### config.mk
export PLATFORM = sky130hd
export DESIGN_NAME = i2c_register_access_master
export DESIGN_NICKNAME = d
export VERILOG_FILES = /design/src/rtl/core/i2cram_pkg.sv /design/src/rtl/core/i2c_register_access_master.sv /design/src/rtl/core/i2cram_in_stage.sv /design/src/rtl/core/i2cram_core.sv /design/src/rtl/core/i2cram_out_reg.sv
export VERILOG_INCLUDE_DIRS = /design/src /design/src/rtl/core
export SDC_FILE = /design/constraint.sdc
export NUM_CORES = 1
export LEC_CHECK = 0
export ABC_CLOCK_PERIOD_IN_PS = 2400
export BUFFER_PORTS_ARGS = -buffer_cell sky130_fd_sc_hd__buf_2
export CORE_ASPECT_RATIO = 0.6
export CORE_MARGIN = 2
export CORE_UTILIZATION = 55
export CTS_CLUSTER_SIZE = 10
export DETAILED_ROUTE_END_ITERATION = 10
export HOLD_SLACK_MARGIN = 0.02
export PLACE_DENSITY = 0.83
export SLEW_MARGIN = 20
export SYNTH_ARGS = -nofsm -noshare
export SYNTH_HDL_FRONTEND = slang
export SYNTH_SLANG_ARGS = --single-unit
### constraint.sdc
create_clock -name i_clk -period 2.4 [get_ports i_clk]
set_clock_uncertainty 0.05 [all_clocks]
set_input_delay 0.24 -clock i_clk [delete_from_list [all_inputs] [get_ports i_clk]]
set_output_delay 0.24 -clock i_clk [all_outputs]
set_load 0.05 [all_outputs]
### src/rtl/core/i2c_register_access_master_macros.svh
// Assertion macros for the I2C register access master.
`ifndef I2C_REGISTER_ACCESS_MASTER_MACROS_SVH
`define I2C_REGISTER_ACCESS_MASTER_MACROS_SVH

`ifndef SYNTHESIS
`define I2CRAM_ASSERT_NOW(label, clk, rst_n, cond, conseq) \
    label: assert property (@(posedge clk) disable iff (!rst_n) (cond) |-> (conseq)) \
        else $error("i2cram assertion failed");
`define I2CRAM_ASSERT_NEXT(label, clk, rst_n, cond, conseq) \
    label: assert property (@(posedge clk) disable iff (!rst_n) (cond) |=> (conseq)) \
        else $error("i2cram assertion failed");
`else
`define I2CRAM_ASSERT_NOW(label, clk, rst_n, cond, conseq)
`define I2CRAM_ASSERT_NEXT(label, clk, rst_n, cond, conseq)
`endif

`endif

### src/rtl/core/i2cram_pkg.sv
// Shared types and codes for the I2C register access master.
package i2cram_pkg;

    localparam int unsigned BYTE_W   = 8;
    localparam int unsigned KIND_W   = 2;
    localparam int unsigned ACTION_W = 3;
    localparam int unsigned S_DATA_W = 48;
    localparam int unsigned M_DATA_W = 24;

    localparam logic [KIND_W-1:0] KIND_WRITE  = 2'd0;
    localparam logic [KIND_W-1:0] KIND_READ   = 2'd1;
    localparam logic [KIND_W-1:0] KIND_STATUS = 2'd2;

    localparam logic [ACTION_W-1:0] ACT_NONE      = 3'd0;
    localparam logic [ACTION_W-1:0] ACT_START     = 3'd1;
    localparam logic [ACTION_W-1:0] ACT_STOP      = 3'd2;
    localparam logic [ACTION_W-1:0] ACT_SEND      = 3'd3;
    localparam logic [ACTION_W-1:0] ACT_RECV_NACK = 3'd4;

    localparam logic [BYTE_W-1:0] ST_MASK       = 8'hF8;
    localparam logic [BYTE_W-1:0] ST_START      = 8'h08;
    localparam logic [BYTE_W-1:0] ST_RESTART    = 8'h10;
    localparam logic [BYTE_W-1:0] ST_SLA_W_ACK  = 8'h18;
    localparam logic [BYTE_W-1:0] ST_SLA_W_NACK = 8'h20;
    localparam logic [BYTE_W-1:0] ST_DATA_ACK   = 8'h28;
    localparam logic [BYTE_W-1:0] ST_SLA_R_ACK  = 8'h40;
    localparam logic [BYTE_W-1:0] ST_RX_ACK     = 8'h50;
    localparam logic [BYTE_W-1:0] ST_RX_NACK    = 8'h58;

    typedef struct packed {
        logic [KIND_W-1:0] kind;
        logic [BYTE_W-1:0] chip_addr;
        logic [BYTE_W-1:0] register_address;
        logic [BYTE_W-1:0] write_data;
        logic [BYTE_W-1:0] write_count;
        logic [BYTE_W-1:0] bus_status;
        logic [BYTE_W-1:0] read_byte;
    } t_item;

    typedef struct packed {
        logic [ACTION_W-1:0] action;
        logic [BYTE_W-1:0]   tx_byte;
        logic [BYTE_W-1:0]   received_byte;
        logic                busy_res;
        logic                request_accepted;
    } t_res;

endpackage

### src/rtl/core/i2c_register_access_master.sv
// Top level of the I2C register access master sequencer.
//
//  channel  dir  tdata                                       tuser
//  s        in   dev, reg, wdata, count, status, rx (48b)    kind (2b)
//  m        out  tx_byte, received_byte, busy, accepted      action (3b)
//
// One word per cycle while m is not stalled; a word accepted on s is held in the input
// register and loaded into the result register when it advances, which sets m valid.
// Synchronous active-low reset clears the valid flags and the transaction state.
// A stall on m holds the result register; s keeps accepting until both
// registers are full.
module i2c_register_access_master
    import i2cram_pkg::*;
(
    input  logic                  i_clk,
    input  logic                  i_rst_n,
    input  logic                  i_s_tvalid,
    output logic                  o_s_tready,
    // chip_addr, register_address, write_data, write_count, bus_status, read_byte
    input  logic [S_DATA_W-1:0]   i_s_tdata,
    // kind
    input  logic [KIND_W-1:0]     i_s_tuser,
    output logic                  o_m_tvalid,
    input  logic                  i_m_tready,
    // tx_byte, received_byte, busy_res, request_accepted, zero pad
    output logic [M_DATA_W-1:0]   o_m_tdata,
    // action
    output logic [ACTION_W-1:0]   o_m_tuser
);

    t_item w_s_item;
    t_item w_item;
    t_res  w_res;
    t_res  w_out;
    logic  w_in_valid;
    logic  w_out_valid;
    logic  w_advance;

    assign w_s_item.kind             = i_s_tuser;
    assign w_s_item.chip_addr        = i_s_tdata[7:0];
    assign w_s_item.register_address = i_s_tdata[15:8];
    assign w_s_item.write_data       = i_s_tdata[23:16];
    assign w_s_item.write_count      = i_s_tdata[31:24];
    assign w_s_item.bus_status       = i_s_tdata[39:32];
    assign w_s_item.read_byte        = i_s_tdata[47:40];

    assign w_advance = w_in_valid && (!w_out_valid || i_m_tready);

    i2cram_in_stage u_in_stage (
        .i_clk     (i_clk),
        .i_rst_n   (i_rst_n),
        .i_valid   (i_s_tvalid),
        .o_ready   (o_s_tready),
        .i_item    (w_s_item),
        .i_advance (w_advance),
        .o_valid   (w_in_valid),
        .o_item    (w_item)
    );

    i2cram_core u_core (
        .i_clk   (i_clk),
        .i_rst_n (i_rst_n),
        .i_fire  (w_advance),
        .i_item  (w_item),
        .o_res   (w_res)
    );

    i2cram_out_reg u_out_reg (
        .i_clk   (i_clk),
        .i_rst_n (i_rst_n),
        .i_load  (w_advance),
        .i_res   (w_res),
        .i_ready (i_m_tready),
        .o_valid (w_out_valid),
        .o_res   (w_out)
    );

    assign o_m_tvalid = w_out_valid;
    assign o_m_tuser  = w_out.action;
    assign o_m_tdata  = {6'd0, w_out.request_accepted, w_out.busy_res,
                         w_out.received_byte, w_out.tx_byte};

endmodule

### src/rtl/core/i2cram_in_stage.sv
// Input register for request and status words.
module i2cram_in_stage
    import i2cram_pkg::*;
(
    input  logic  i_clk,
    input  logic  i_rst_n,
    input  logic  i_valid,
    output logic  o_ready,
    input  t_item i_item,
    input  logic  i_advance,
    output logic  o_valid,
    output t_item o_item
);

    logic  r_valid;
    t_item r_item;

    assign o_ready = !r_valid || i_advance;
    assign o_valid = r_valid;
    assign o_item  = r_item;

    always_ff @(posedge i_clk) begin
        if (!i_rst_n) begin
            r_valid <= 1'b0;
        end else if (o_ready) begin
            r_valid <= i_valid;
        end
    end

    always_ff @(posedge i_clk) begin
        if (o_ready && i_valid) begin
            r_item <= i_item;
        end
    end

endmodule

### src/rtl/core/i2cram_core.sv
// Transaction state and next-action decode.
module i2cram_core
    import i2cram_pkg::*;
(
    input  logic  i_clk,
    input  logic  i_rst_n,
    input  logic  i_fire,
    input  t_item i_item,
    output t_res  o_res
);

`include "i2c_register_access_master_macros.svh"

    logic              r_busy;
    logic              r_write_mode;
    logic [BYTE_W-1:0] r_writes_left;
    logic [BYTE_W-1:0] r_slave_address;
    logic [BYTE_W-1:0] r_target_register;
    logic [BYTE_W-1:0] r_data_byte;
    logic [BYTE_W-1:0] r_last_received;

    logic              n_busy;
    logic              n_write_mode;
    logic [BYTE_W-1:0] n_writes_left;
    logic [BYTE_W-1:0] n_slave_address;
    logic [BYTE_W-1:0] n_target_register;
    logic [BYTE_W-1:0] n_data_byte;
    logic [BYTE_W-1:0] n_last_received;
    logic [BYTE_W-1:0] w_status;
    logic              w_is_request;

    assign w_status     = i_item.bus_status & ST_MASK;
    assign w_is_request = (i_item.kind == KIND_WRITE) || (i_item.kind == KIND_READ);

    always_comb begin
        n_busy            = r_busy;
        n_write_mode      = r_write_mode;
        n_writes_left     = r_writes_left;
        n_slave_address   = r_slave_address;
        n_target_register = r_target_register;
        n_data_byte       = r_data_byte;
        n_last_received   = r_last_received;
        o_res.action           = ACT_NONE;
        o_res.tx_byte          = '0;
        o_res.request_accepted = 1'b0;
        if (w_is_request) begin
            if (!r_busy) begin
                n_slave_address   = i_item.chip_addr;
                n_target_register = i_item.register_address;
                if (i_item.kind == KIND_WRITE) begin
                    n_data_byte   = i_item.write_data;
                    n_writes_left = i_item.write_count;
                    n_write_mode  = 1'b1;
                end else begin
                    n_write_mode  = 1'b0;
                end
                n_busy                 = 1'b1;
                o_res.action           = ACT_START;
                o_res.request_accepted = 1'b1;
            end
        end else if (i_item.kind == KIND_STATUS) begin
            case (w_status)
                ST_START: begin
                    o_res.action  = ACT_SEND;
                    o_res.tx_byte = r_slave_address;
                end
                ST_RESTART: begin
                    o_res.action  = ACT_SEND;
                    o_res.tx_byte = r_slave_address + 8'd1;
                end
                ST_SLA_W_ACK: begin
                    o_res.action  = ACT_SEND;
                    o_res.tx_byte = r_target_register;
                end
                ST_SLA_W_NACK: begin
                    o_res.action = ACT_STOP;
                    n_busy       = 1'b0;
                end
                ST_DATA_ACK: begin
                    if (r_write_mode) begin
                        if (r_writes_left == '0) begin
                            o_res.action = ACT_STOP;
                            n_busy       = 1'b0;
                        end else begin
                            o_res.action  = ACT_SEND;
                            o_res.tx_byte = r_data_byte;
                            n_writes_left = r_writes_left - 8'd1;
                        end
                    end else begin
                        o_res.action = ACT_START;
                        n_busy       = 1'b1;
                    end
                end
                ST_SLA_R_ACK: begin
                    o_res.action = ACT_RECV_NACK;
                end
                ST_RX_ACK, ST_RX_NACK: begin
                    n_last_received = i_item.read_byte;
                    o_res.action    = ACT_STOP;
                    n_busy          = 1'b0;
                end
                default: begin
                    o_res.action = ACT_NONE;
                end
            endcase
        end
        o_res.received_byte = n_last_received;
        o_res.busy_res      = n_busy;
    end

    always_ff @(posedge i_clk) begin
        if (!i_rst_n) begin
            r_busy            <= 1'b0;
            r_write_mode      <= 1'b1;
            r_writes_left     <= '0;
            r_slave_address   <= '0;
            r_target_register <= '0;
            r_data_byte       <= '0;
            r_last_received   <= '0;
        end else if (i_fire) begin
            r_busy            <= n_busy;
            r_write_mode      <= n_write_mode;
            r_writes_left     <= n_writes_left;
            r_slave_address   <= n_slave_address;
            r_target_register <= n_target_register;
            r_data_byte       <= n_data_byte;
            r_last_received   <= n_last_received;
        end
    end

    `I2CRAM_ASSERT_NEXT(a_accept_sets_busy, i_clk, i_rst_n,
        i_fire && o_res.request_accepted, r_busy)
    `I2CRAM_ASSERT_NEXT(a_idle_holds_state, i_clk, i_rst_n,
        !i_fire, $stable(r_busy) && $stable(r_writes_left))
    `I2CRAM_ASSERT_NOW(a_busy_rejects, i_clk, i_rst_n, i_fire && r_busy && w_is_request,
        !o_res.request_accepted && (o_res.action == ACT_NONE))

endmodule

### src/rtl/core/i2cram_out_reg.sv
// Result register toward the bus engine side.
module i2cram_out_reg
    import i2cram_pkg::*;
(
    input  logic i_clk,
    input  logic i_rst_n,
    input  logic i_load,
    input  t_res i_res,
    input  logic i_ready,
    output logic o_valid,
    output t_res o_res
);

    logic r_valid;
    t_res r_res;

    assign o_valid = r_valid;
    assign o_res   = r_res;

    always_ff @(posedge i_clk) begin
        if (!i_rst_n) begin
            r_valid <= 1'b0;
        end else if (i_load) begin
            r_valid <= 1'b1;
        end else if (i_ready) begin
            r_valid <= 1'b0;
        end
    end

    always_ff @(posedge i_clk) begin
        if (i_load) begin
            r_res <= i_res;
        end
    end

endmodule
==> summary.md, run 1 <==
| Metric | Value |
|---|---|
| Routed vias | 3,498 |
| Fmax achieved | 0.4474 GHz |
| Slew @ Worst Pin | 0.9266 ns |
| Logic gate share of total power | 10.1% |
| Max_slew headroom | 38.16% |
| Dominant delay contributor by cell family on the critical path | simple AND/OR/NAND/NOR gates |
| CP max FO | 10 |
| Min Hold Slack | 0.02557 ns |
| Sw power | 0.9425 mW |
| First-pass GRT wire length | 16.00 mm |
| Flop pwr share | 55.5% |
| Floorplan core area | 8426 um2 |
| Tot Pwr | 3.928 mW |
| RSZ-0062 raised after global routing | false |
| CTS Sinks | 112 |
| Diodes inserted | 0 |
| Fin. max-slew vios | 0 |
| Die W | 123.7 um |
| Post-route antenna net violation count | 0 |
| Site Rows | 26 |
| Status | finished, final reports clean |
| Setup-failing EPs final | 0 |
| Synth-to-Final Area Change | 24.22% |
| CP max stage cell | or4b_1 |
| Ys Warns | 0 |
| Initial Util | 56.16% |
| Final hold vios | 0 |
| Commonest cells in the netlist | edfxtp_1, nor2_1, dfxtp_1 |
| CP bufs+invs | 0 |
| CP required | 2.55 ns |
| Port Buffers | 73 |
| Initial DRC count | 307 |
| WL final | 10.35 mm |
| Max Cap Violations | 0 |
| Layout fillers | 621 |
| Final Net Count | 562 |
| Syn Inst Count | 391 |
| Fin util | 69.77% |
| Post-synth top area share | 43.15% |
| Ys async rst share | 0% |
| Critical path class | register to register |
| Critical path launch point type | register |
| Synth top area cells | edfxtp_1, dfxtp_1, mux2i_1 |
| Sw Ratio | 23.99% |
| Cells on worst reg2reg path | 4 |
| Initial antenna violation count | 0 |
| Via/cell ratio | 5.624 |
| Ratio of cells with drive above 1 in the final layout | 22.55% |
| Ys flop type | edfxtp_1 |
| FF+latch count, synth | 112 |
| Gr usage total | 23.31% |
| Seq/Total Area, Yosys | 61.77% |
| Post-placement setup slack | 0.1932 ns |
| Worst path arrival time | 2.39 ns |
| Count of different cell masters after synthesis | 61 |
| Global placer's final weighted congestion | 0.8627 |
| Largest net degree at the start of global routing | 28 |
| Remaining DRCs | 0 |
| Vias in the first global route | 3,171 |
| Cts bufs inserted | 9 |
| Post-synthesis area per instance | 12.10 um2 |
| Die height | 75.85 um |
| Worst setup margin | 0.1650 ns |
| Internal Power | 2.986 mW |
| TritonCTS clock tree | built |
| Max stage delay on crit path | 0.54 ns |
| IO Pins | 83 |
| Worst skew pair latency | 0.35 ns |
| Reg clk slew, reported paths | 0.07 ns |
| Max rail drop VDD | 0.5122 mV |
| H-Tree Depth | 3 |
| CTS root buffer | clkbuf_16 |
| Die area | 9386 um2 |
| Worst-path cell chain | or4b_1, a211o_1, nor3_1, o2bb2ai_1 |
| Crit path capture type | register |
| Clock Power Share | 34.4% |
| Setup TNS | 0 ns |
| Stages on worst setup path | 4 |
| Post-DP HPWL | 6.886 mm |
| WL/cell | 16.64 um |
| Count leader, synth | edfxtp_1 |
| Clock Tree Buf Depth | 2 |
| P_leak | 2.441 nW |
| CTS resizes | 0 |
| Fin crit share | 93.13% |
| Hold depth | 1 |
| Post-layout min period | 2.235 ns |
| Area leader, netlist | edfxtp_1 |
| DR pass1 iterations | 4 |
| EDFF count, synth | 68 |
| Mapped cell area | 4732 um2 |
| Power Density | 668.3 nW/um2 |
| HP Class | input port to register |
| Grt ovf | 0 |
## registers in the layout, summed over array words and instances (netlist names)
register and cells:
u_core.r_target_register 8, u_core.r_last_received 8, u_out_reg.o_valid 1, u_core.r_write_mode 1
u_core.r_data_byte 8, u_in_stage.o_item 47, u_out_reg.o_res 21, u_in_stage.o_valid 1
u_core.r_busy 1, u_core.r_writes_left 8, u_core.r_slave_address 8
## stage by stage
| stage | instances | area, um2 |
|---|---|---|
| floorplan | 396 | 4752 |
| global placement | 567 | 5223 |
| detailed placement | 567 | 5223 |
| CTS | 617 | 5828 |
| global route | 622 | 5878 |
| finish | 622 | 5878 |
## cell usage in the layout, fill, tap and decap left out, drive strengths merged, types with 3 or more instances in the layout
cell type    synthesis  final
nand3                9      9
nor4b                4      4
a22oi                4      4
ha                   3      3
mux2                 9      9
dlygate4sd3          0     39
o32ai                7      7
nor2                47     47
nor3                 5      5
a211oi               9      9
o21ai                7      7
clkinvlp             0      3
a21oi               13     13
nor2b                4      4
nand4                4      4
dfxtp               44     44
clkbuf              19     10
conb                 1      6
nand2               22     22
inv                 10     10
o41ai                3      3
buf                  8     86
nor3b                3      3
and3                 7      7
clkinv               0      3
mux2i               32     32
nand2b               6      6
and2                 4      4
o2bb2ai              3      3
a31oi                3      3
edfxtp              68     68
## layout make-up
class	count	area, um2	share of cell area [%]
Sequential cell	112	2923	49.72
Multi-Input combinational cell	247	1659	28.22
Timing Repair Buffer	125	853.3	14.52
Clock buffer	10	229.0	3.895
Tap cell	112	140.1	2.384
Inverter	10	37.54	0.6386
Clock inverter	6	36.28	0.6173
## worst paths after layout
path / startpoint / to / slack [ns]
setup / recovery: u_in_stage.o_item[15]$_DFFE_PP_ / u_out_reg.o_res[13]$_SDFFCE_PP0P_ / 0.16
hold reg to reg: u_core.r_writes_left[4]$_SDFFE_PN0P_ / u_core.r_writes_left[4]$_SDFFE_PN0P_ / 0.43
setup reg to reg: u_in_stage.o_item[15]$_DFFE_PP_ / u_out_reg.o_res[13]$_SDFFCE_PP0P_ / 0.16
hold / removal: i_s_tdata[8] / u_in_stage.o_item[32]$_DFFE_PP_ / 0.03
## power groups by stage
stage / Sequential, mW / Combinational [mW] / Clock, mW
after floorplan: 2.25 / 0.199 / 0
after global placement: 2.22 / 0.334 / 0
after detailed placement: 2.22 / 0.343 / 0
after CTS: 2.18 / 0.387 / 1.36
after global routing: 2.19 / 0.433 / 1.44
final: 2.18 / 0.398 / 1.35
## cells by family (layout without fill, tap and decap cells)
| logic type | Yosys count | count (layout) | share of synthesized area (%) |
|---|---|---|---|
| and+or+nand+nor | 125 | 125 | 13.35 |
| DFF | 112 | 112 | 61.77 |
| AOI/OAI and AO/OA | 72 | 72 | 11.50 |
| muxes | 41 | 41 | 8.911 |
| buffers and inverters | 37 | 151 | 3.596 |
| adders and majority gates | 3 | 3 | 0.7933 |
| other | 1 | 6 | 0.07925 |
## per-layer routing
layer	routed length (um)	GRT usage [%]
met5	0	0
met4	83	6.061
met3	703	5.913
met2	4570	34.74
met1	4989	34.39
## what timing repair did
item                       in CTS  in global routing
setup endpoints to repair       0                  0
setup buffers                   0                  0
hold buffers                   34                  5
hold endpoints to repair       34                  5
Power figures use the tool's default switching activity.
==> run 2: changes to the inputs <==
Settings changed: ABC_CLOCK_PERIOD_IN_PS 2400 to 2900, CORE_UTILIZATION 55 to 60, PLACE_DENSITY 0.83 to 0.89.
Clock period 2.4 ns to 2.9 ns, I/O delays scaled along.
==> summary.md, run 2 (same netlist as run 1, synthesis figures left out) <==
| Metric | Value |
|---|---|
| Status | finished, final reports clean (unchanged) |
| Fin. max-slew vios | 0 (unchanged) |
| CP required | 3.07 ns (was 2.55 ns) |
| Fmax achieved | 0.3920 GHz (was 0.4474 GHz) |
| Largest net degree at the start of global routing | 29 (was 28) |
| Setup-failing EPs final | 0 (unchanged) |
| Setup TNS | 0 ns (unchanged) |
| Via/cell ratio | 5.903 (was 5.624) |
| Power Density | 605.2 nW/um2 (was 668.3 nW/um2) |
| Placed Cells | 559 (was 567) |
| Most common cell after layout, fill and taps aside | buf_2 (unchanged) |
| Reg-to-reg startpoint | u_in_stage.o_item[15]$_DFFE_PP_ (unchanged) |
| Initial DRC count | 394 (was 307) |
| Worst Hold End | u_in_stage.o_item[17]$_DFFE_PP_ (was u_in_stage.o_item[32]$_DFFE_PP_) |
| WL/cell | 17.67 um (was 16.64 um) |
| CTS root buffer | clkbuf_16 (unchanged) |
| Worst setup margin | 0.3488 ns (was 0.1650 ns) |
| Gr usage total | 25.16% (was 23.31%) |
| Crit path from | u_in_stage.o_item[15]$_DFFE_PP_ (unchanged) |
| Min Hold Slack | 0.05050 ns (was 0.02557 ns) |
| Port Buffers | 73 (unchanged) |
| Vias in the first global route | 3,222 (was 3,171) |
| Post-layout min period | 2.551 ns (was 2.235 ns) |
| Post-placement setup slack | 0.4851 ns (was 0.1932 ns) |
| Die W | 118.7 um (was 123.7 um) |
| Fin crit share | 87.97% (was 93.13%) |
| Site Rows | 25 (was 26) |
| Commonest cells after routing, fill and taps aside | buf_2, edfxtp_1, nor2_1, dfxtp_1, mux2i_1 (was buf_2, edfxtp_1, nor2_1, dfxtp_1, dlygate4sd3_1) |
| Ratio of cells with drive above 1 in the final layout | 23.98% (was 22.55%) |
| P_leak | 2.276 nW (was 2.441 nW) |
| Hold Path Origin | i_s_tdata[25] (was i_s_tdata[8]) |
| Fin util | 70.69% (was 69.77%) |
| Die area | 8637 um2 (was 9386 um2) |
| CTS resizes | 0 (unchanged) |
| Post-DP HPWL | 7.008 mm (was 6.886 mm) |
| RSZ-0062 raised after global routing | false (unchanged) |
| Initial antenna violation count | 0 (unchanged) |
| CTS Sinks | 112 (unchanged) |
| Worst skew pair latency | 0.36 ns (was 0.35 ns) |
| Diodes inserted | 0 (unchanged) |
| Final Net Count | 519 (was 562) |
| Hold depth | 1 (unchanged) |
| IO Pins | 83 (unchanged) |
| Cells on worst reg2reg path | 4 (unchanged) |
| DR pass1 iterations | 4 (unchanged) |
| Global placer's final weighted congestion | 0.8841 (was 0.8627) |
| TritonCTS clock tree | built (unchanged) |
| H-Tree Depth | 3 (unchanged) |
| R2R Setup Slk | 0.35 ns (was 0.16 ns) |
| Post-route antenna net violation count | 0 (unchanged) |
| Crit path capture type | register (unchanged) |
| R2R Path End | u_out_reg.o_res[17]$_SDFFCE_PP0P_ (was u_out_reg.o_res[13]$_SDFFCE_PP0P_) |
| Post-CTS setup buffers | 0 (unchanged) |
| First-pass GRT wire length | 16.26 mm (was 16.00 mm) |
| Max Cap Violations | 0 (unchanged) |
| Post-CTS Hold Buffers | 0 (was 34) |
| Routed vias | 3,394 (was 3,498) |
| Max rail drop VDD | 0.5260 mV (was 0.5122 mV) |
| Floorplan core area | 7757 um2 (was 8426 um2) |
| Slew @ Worst Pin | 1.048 ns (was 0.9266 ns) |
| Initial Util | 61.00% (was 56.16%) |
| Post-route insts no fill | 575 (was 622) |
| Worst path arrival time | 2.72 ns (was 2.39 ns) |
| Final hold vios | 0 (unchanged) |
| Remaining DRCs | 0 (unchanged) |
| Die height | 72.79 um (was 75.85 um) |
| HP Class | input port to register (unchanged) |
| Cts bufs inserted | 9 (unchanged) |
| Critical path launch point type | register (unchanged) |
| Max FFs per register | 47 (unchanged) |
| CP max FO | 7 (was 10) |
| Critical path class | register to register (unchanged) |
| Clock Tree Buf Depth | 2 (unchanged) |
| Reg clk slew, reported paths | 0.07 ns (about the same) |
| WL final | 10.16 mm (was 10.35 mm) |
| Grt ovf | 0 (unchanged) |
| Max_slew headroom | 28.36% (was 38.16%) |
| Synth-to-Final Area Change | 15.89% (was 24.22%) |
## run 2: worst max path at each step
| stage | end | slack [ns] | cells past startpoint |
|---|---|---|---|
| 6_report | u_out_reg.o_res[17]$_SDFFCE_PP0P_ | 0.35 | 4 |
| 5_1_grt | u_out_reg.o_res[14]$_SDFFCE_PP0P_ | 0.29 | 4 |
| 4_1_cts | u_out_reg.o_res[14]$_SDFFCE_PP0P_ | 0.44 | 4 |
| 3_5_place_dp | u_out_reg.o_res[14]$_SDFFCE_PP0P_ | 0.49 | 4 |
| 3_3_place_gp | u_out_reg.o_res[14]$_SDFFCE_PP0P_ | 0.68 | 4 |
| 2_1_floorplan | u_in_stage.o_item[0]$_DFFE_PP_ | 0.16 | 3 |
## run 2: layout make-up
cell class,instances,area (um2)
clock buffer,9,225.2
clock inverter,7,71.32
fill,562,2273
inverter,10,37.54
multi-input combinational,247,1659
sequential,112,2923
tap,108,135.1
timing repair buffer,82,432.9
## run 2: power by group
group	switching, mW	internal [mW]	leakage [nW]
combinational	0.188	0.0965	1.11
clock	0.558	0.669	0.139
sequential	0.0467	1.76	1.02
## run 2: stage by stage
stage | power, mW | area, um2
floorplan | 2.029 | 4751
finish | 3.319 | 5484
global placement | 2.108 | 5187
CTS | 3.335 | 5484
detailed placement | 2.122 | 5187
global route | 3.445 | 5484
## run 2: layer usage
metal	vias up	GRT usage (%)	wire, um
met3	9	8.281	957
met1	1622	36.16	4656
li1	1596	-	-
met5	-	0	0
met4	0	7.275	99
met2	167	36.91	4446
## run 2: worst max-delay path, stage by stage (launching register included)
cell and delay (ns):
edfxtp_1 0.50, or3b_1 0.47, a2111oi_0 0.93, and3_1 0.33, a311o_1 0.14
==> run 3: changes to the inputs <==
Settings changed: PLACE_DENSITY 0.89 to 0.85.
==> summary.md, run 3 (same netlist as run 1, synthesis figures left out) <==
| Metric | Value |
|---|---|
| Status | finished, final reports clean (unchanged) |
| Via/cell ratio | 5.896 (was 5.903) |
| RSZ-0062 raised after global routing | false (unchanged) |
| Max FFs per register | 47 (unchanged) |
| Max rail drop VDD | 0.3851 mV (was 0.5260 mV) |
| Max_slew headroom | 43.08% (was 28.36%) |
| CTS Sinks | 112 (unchanged) |
| Synth-to-Final Area Change | 16.55% (was 15.89%) |
| Reg-to-reg startpoint | u_in_stage.o_item[14]$_DFFE_PP_ (was u_in_stage.o_item[15]$_DFFE_PP_) |
| Site Rows | 25 (unchanged) |
| End of the critical path | u_out_reg.o_res[14]$_SDFFCE_PP0P_ (was u_out_reg.o_res[17]$_SDFFCE_PP0P_) |
| Met3 global-route usage | 7.109% (was 8.281%) |
| Crit path capture type | register (unchanged) |
| Fin crit share | 80.10% (was 87.97%) |
| Diodes inserted | 0 (unchanged) |
| R2R Setup Slk | 0.58 ns (was 0.35 ns) |
| Commonest cells after routing, fill and taps aside | buf_2, edfxtp_1, nor2_1, dfxtp_1, mux2i_1 (unchanged) |
| Critical path launch point type | register (unchanged) |
| CP max FO | 12 (was 7) |
| Slew @ Worst Pin | 0.8529 ns (was 1.048 ns) |
| Reg clk slew, reported paths | 0.07 ns (about the same) |
| Remaining DRCs | 0 (unchanged) |
| HP Class | input port to register (unchanged) |
| DP Area | 5195 um2 (was 5187 um2) |
| CP required | 3.04 ns (was 3.07 ns) |
| Area occupied by registers | 2923 um2 (unchanged) |
| Ratio of cells with drive above 1 in the final layout | 23.93% (was 23.98%) |
| Routed vias | 3,396 (was 3,394) |
| Die area | 8637 um2 (unchanged) |
| Fmax achieved | 0.4305 GHz (was 0.3920 GHz) |
| M1 GR Usage | 35.76% (was 36.16%) |
| Hold depth | 1 (unchanged) |
| Met2 Use GR | 34.74% (was 36.91%) |
| Largest net degree at the start of global routing | 28 (was 29) |
| Post-DP HPWL | 6.672 mm (was 7.008 mm) |
| TritonCTS clock tree | built (unchanged) |
| WL final | 9.852 mm (was 10.16 mm) |
| Gr usage total | 24.29% (was 25.16%) |
| Design area | 5515 um2 (was 5484 um2) |
| Worst skew pair latency | 0.34 ns (was 0.36 ns) |
| First-pass GRT wire length | 15.95 mm (was 16.26 mm) |
| P_leak | 2.300 nW (was 2.276 nW) |
| Multi-input logic area | 1659 um2 (unchanged) |
| Post-layout min period | 2.323 ns (was 2.551 ns) |
| Most common cell after layout, fill and taps aside | buf_2 (unchanged) |
| Initial antenna violation count | 0 (unchanged) |
| Initial Util | 61.00% (unchanged) |
| Setup-failing EPs final | 0 (unchanged) |
| Worst setup margin | 0.5771 ns (was 0.3488 ns) |
| Top Usage Layer GRT | met1 (was met2) |
| DR pass1 iterations | 5 (was 4) |
| IO Pins | 83 (unchanged) |
| R2R Path End | u_out_reg.o_res[14]$_SDFFCE_PP0P_ (was u_out_reg.o_res[17]$_SDFFCE_PP0P_) |
| Post-route antenna net violation count | 0 (unchanged) |
| Clock Tree Buf Depth | 2 (unchanged) |
| Vias in the first global route | 3,096 (was 3,222) |
| Die height | 72.79 um (unchanged) |
| Setup TNS | 0 ns (unchanged) |
| CTS resizes | 0 (unchanged) |
| Power Density | 616.5 nW/um2 (was 605.2 nW/um2) |
| Cts bufs inserted | 9 (unchanged) |
| CTS root buffer | clkbuf_16 (unchanged) |
| Die W | 118.7 um (unchanged) |
| Critical path class | register to register (unchanged) |
| Global placer's final weighted congestion | 0.8697 (was 0.8841) |
| Post-placement setup slack | 0.6280 ns (was 0.4851 ns) |
| Final Net Count | 520 (was 519) |
| Layout fillers | 551 (was 562) |
| Floorplan core area | 7757 um2 (unchanged) |
| Port Buffers | 73 (unchanged) |
| Post-CTS Hold Buffers | 0 (unchanged) |
| H-Tree Depth | 3 (unchanged) |
| Initial DRC count | 377 (was 394) |
| Cells on worst reg2reg path | 4 (unchanged) |
| Final hold vios | 0 (unchanged) |
| Grt ovf | 0 (unchanged) |
| Post-CTS setup buffers | 0 (unchanged) |
| Max Cap Violations | 0 (unchanged) |
| WL/cell | 17.10 um (was 17.67 um) |
| Worst path arrival time | 2.46 ns (was 2.72 ns) |
| Fin. max-slew vios | 0 (unchanged) |
| Crit path from | u_in_stage.o_item[14]$_DFFE_PP_ (was u_in_stage.o_item[15]$_DFFE_PP_) |
| Tot Pwr | 3.400 mW (was 3.319 mW) |
| Min Hold Slack | 0.06469 ns (was 0.05050 ns) |
[run 3: changes by cell type in the layout (fill, tap and decap cells not counted)]
cell / previous run / this run
buf_4: 9 / 10
bufinv_16: 1 / 2
clkbuf_8: 0 / 1
clkinv_1: 1 / 2
clkinv_4: 1 / 0
clkinvlp_4: 2 / 0
[run 3: report_power, final]
part / total, mW / switching, mW / internal, mW
combinational: 0.285 / 0.188 / 0.0966
sequential: 1.81 / 0.0444 / 1.76
clock: 1.31 / 0.533 / 0.776
[run 3: metal layers]
layer	wire length, um	vias up	share of wire (%)
met4	96	0	0.97
met2	4217	192	43
met1	4527	1594	46
li1	-	1598	-
met3	1010	12	10
met5	0	-	0
[run 3: through the flow]
step,instances,utilization (%)
floorplan,396,-
global placement,560,66.97
detailed placement,560,66.97
CTS,576,71.10
global route,576,71.10
finish,576,71.10
[run 3: area by class of cell]
cell class,instances,area share (%)
Tap cell,108,2.450
Clock buffer,10,4.333
Timing Repair Buffer,83,7.985
Multi-Input combinational cell,247,30.08
Sequential cell,112,52.99
Clock inverter,6,1.475
Inverter,10,0.6806
[run 3: worst max-delay path, stage by stage, from the launching register on]
cell and delay [ns]:
edfxtp_1 0.55, or4b_1 0.60, a211o_1 0.40, nor3_1 0.39, o2bb2ai_1 0.17
[run 3: worst min-delay path by stage]
stage / start / endpoint / slack (ns)
2_1_floorplan: i_s_tdata[40] / u_in_stage.o_item[0]$_DFFE_PP_ / 0.34
3_3_place_gp: u_core.r_writes_left[4]$_SDFFE_PN0P_ / u_core.r_writes_left[4]$_SDFFE_PN0P_ / 0.40
3_5_place_dp: i_s_tdata[30] / u_in_stage.o_item[22]$_DFFE_PP_ / 0.42
4_1_cts: i_s_tdata[2] / u_in_stage.o_item[42]$_DFFE_PP_ / 0.05
5_1_grt: i_s_tdata[2] / u_in_stage.o_item[42]$_DFFE_PP_ / 0.05
6_report: i_s_tdata[6] / u_in_stage.o_item[46]$_DFFE_PP_ / 0.06
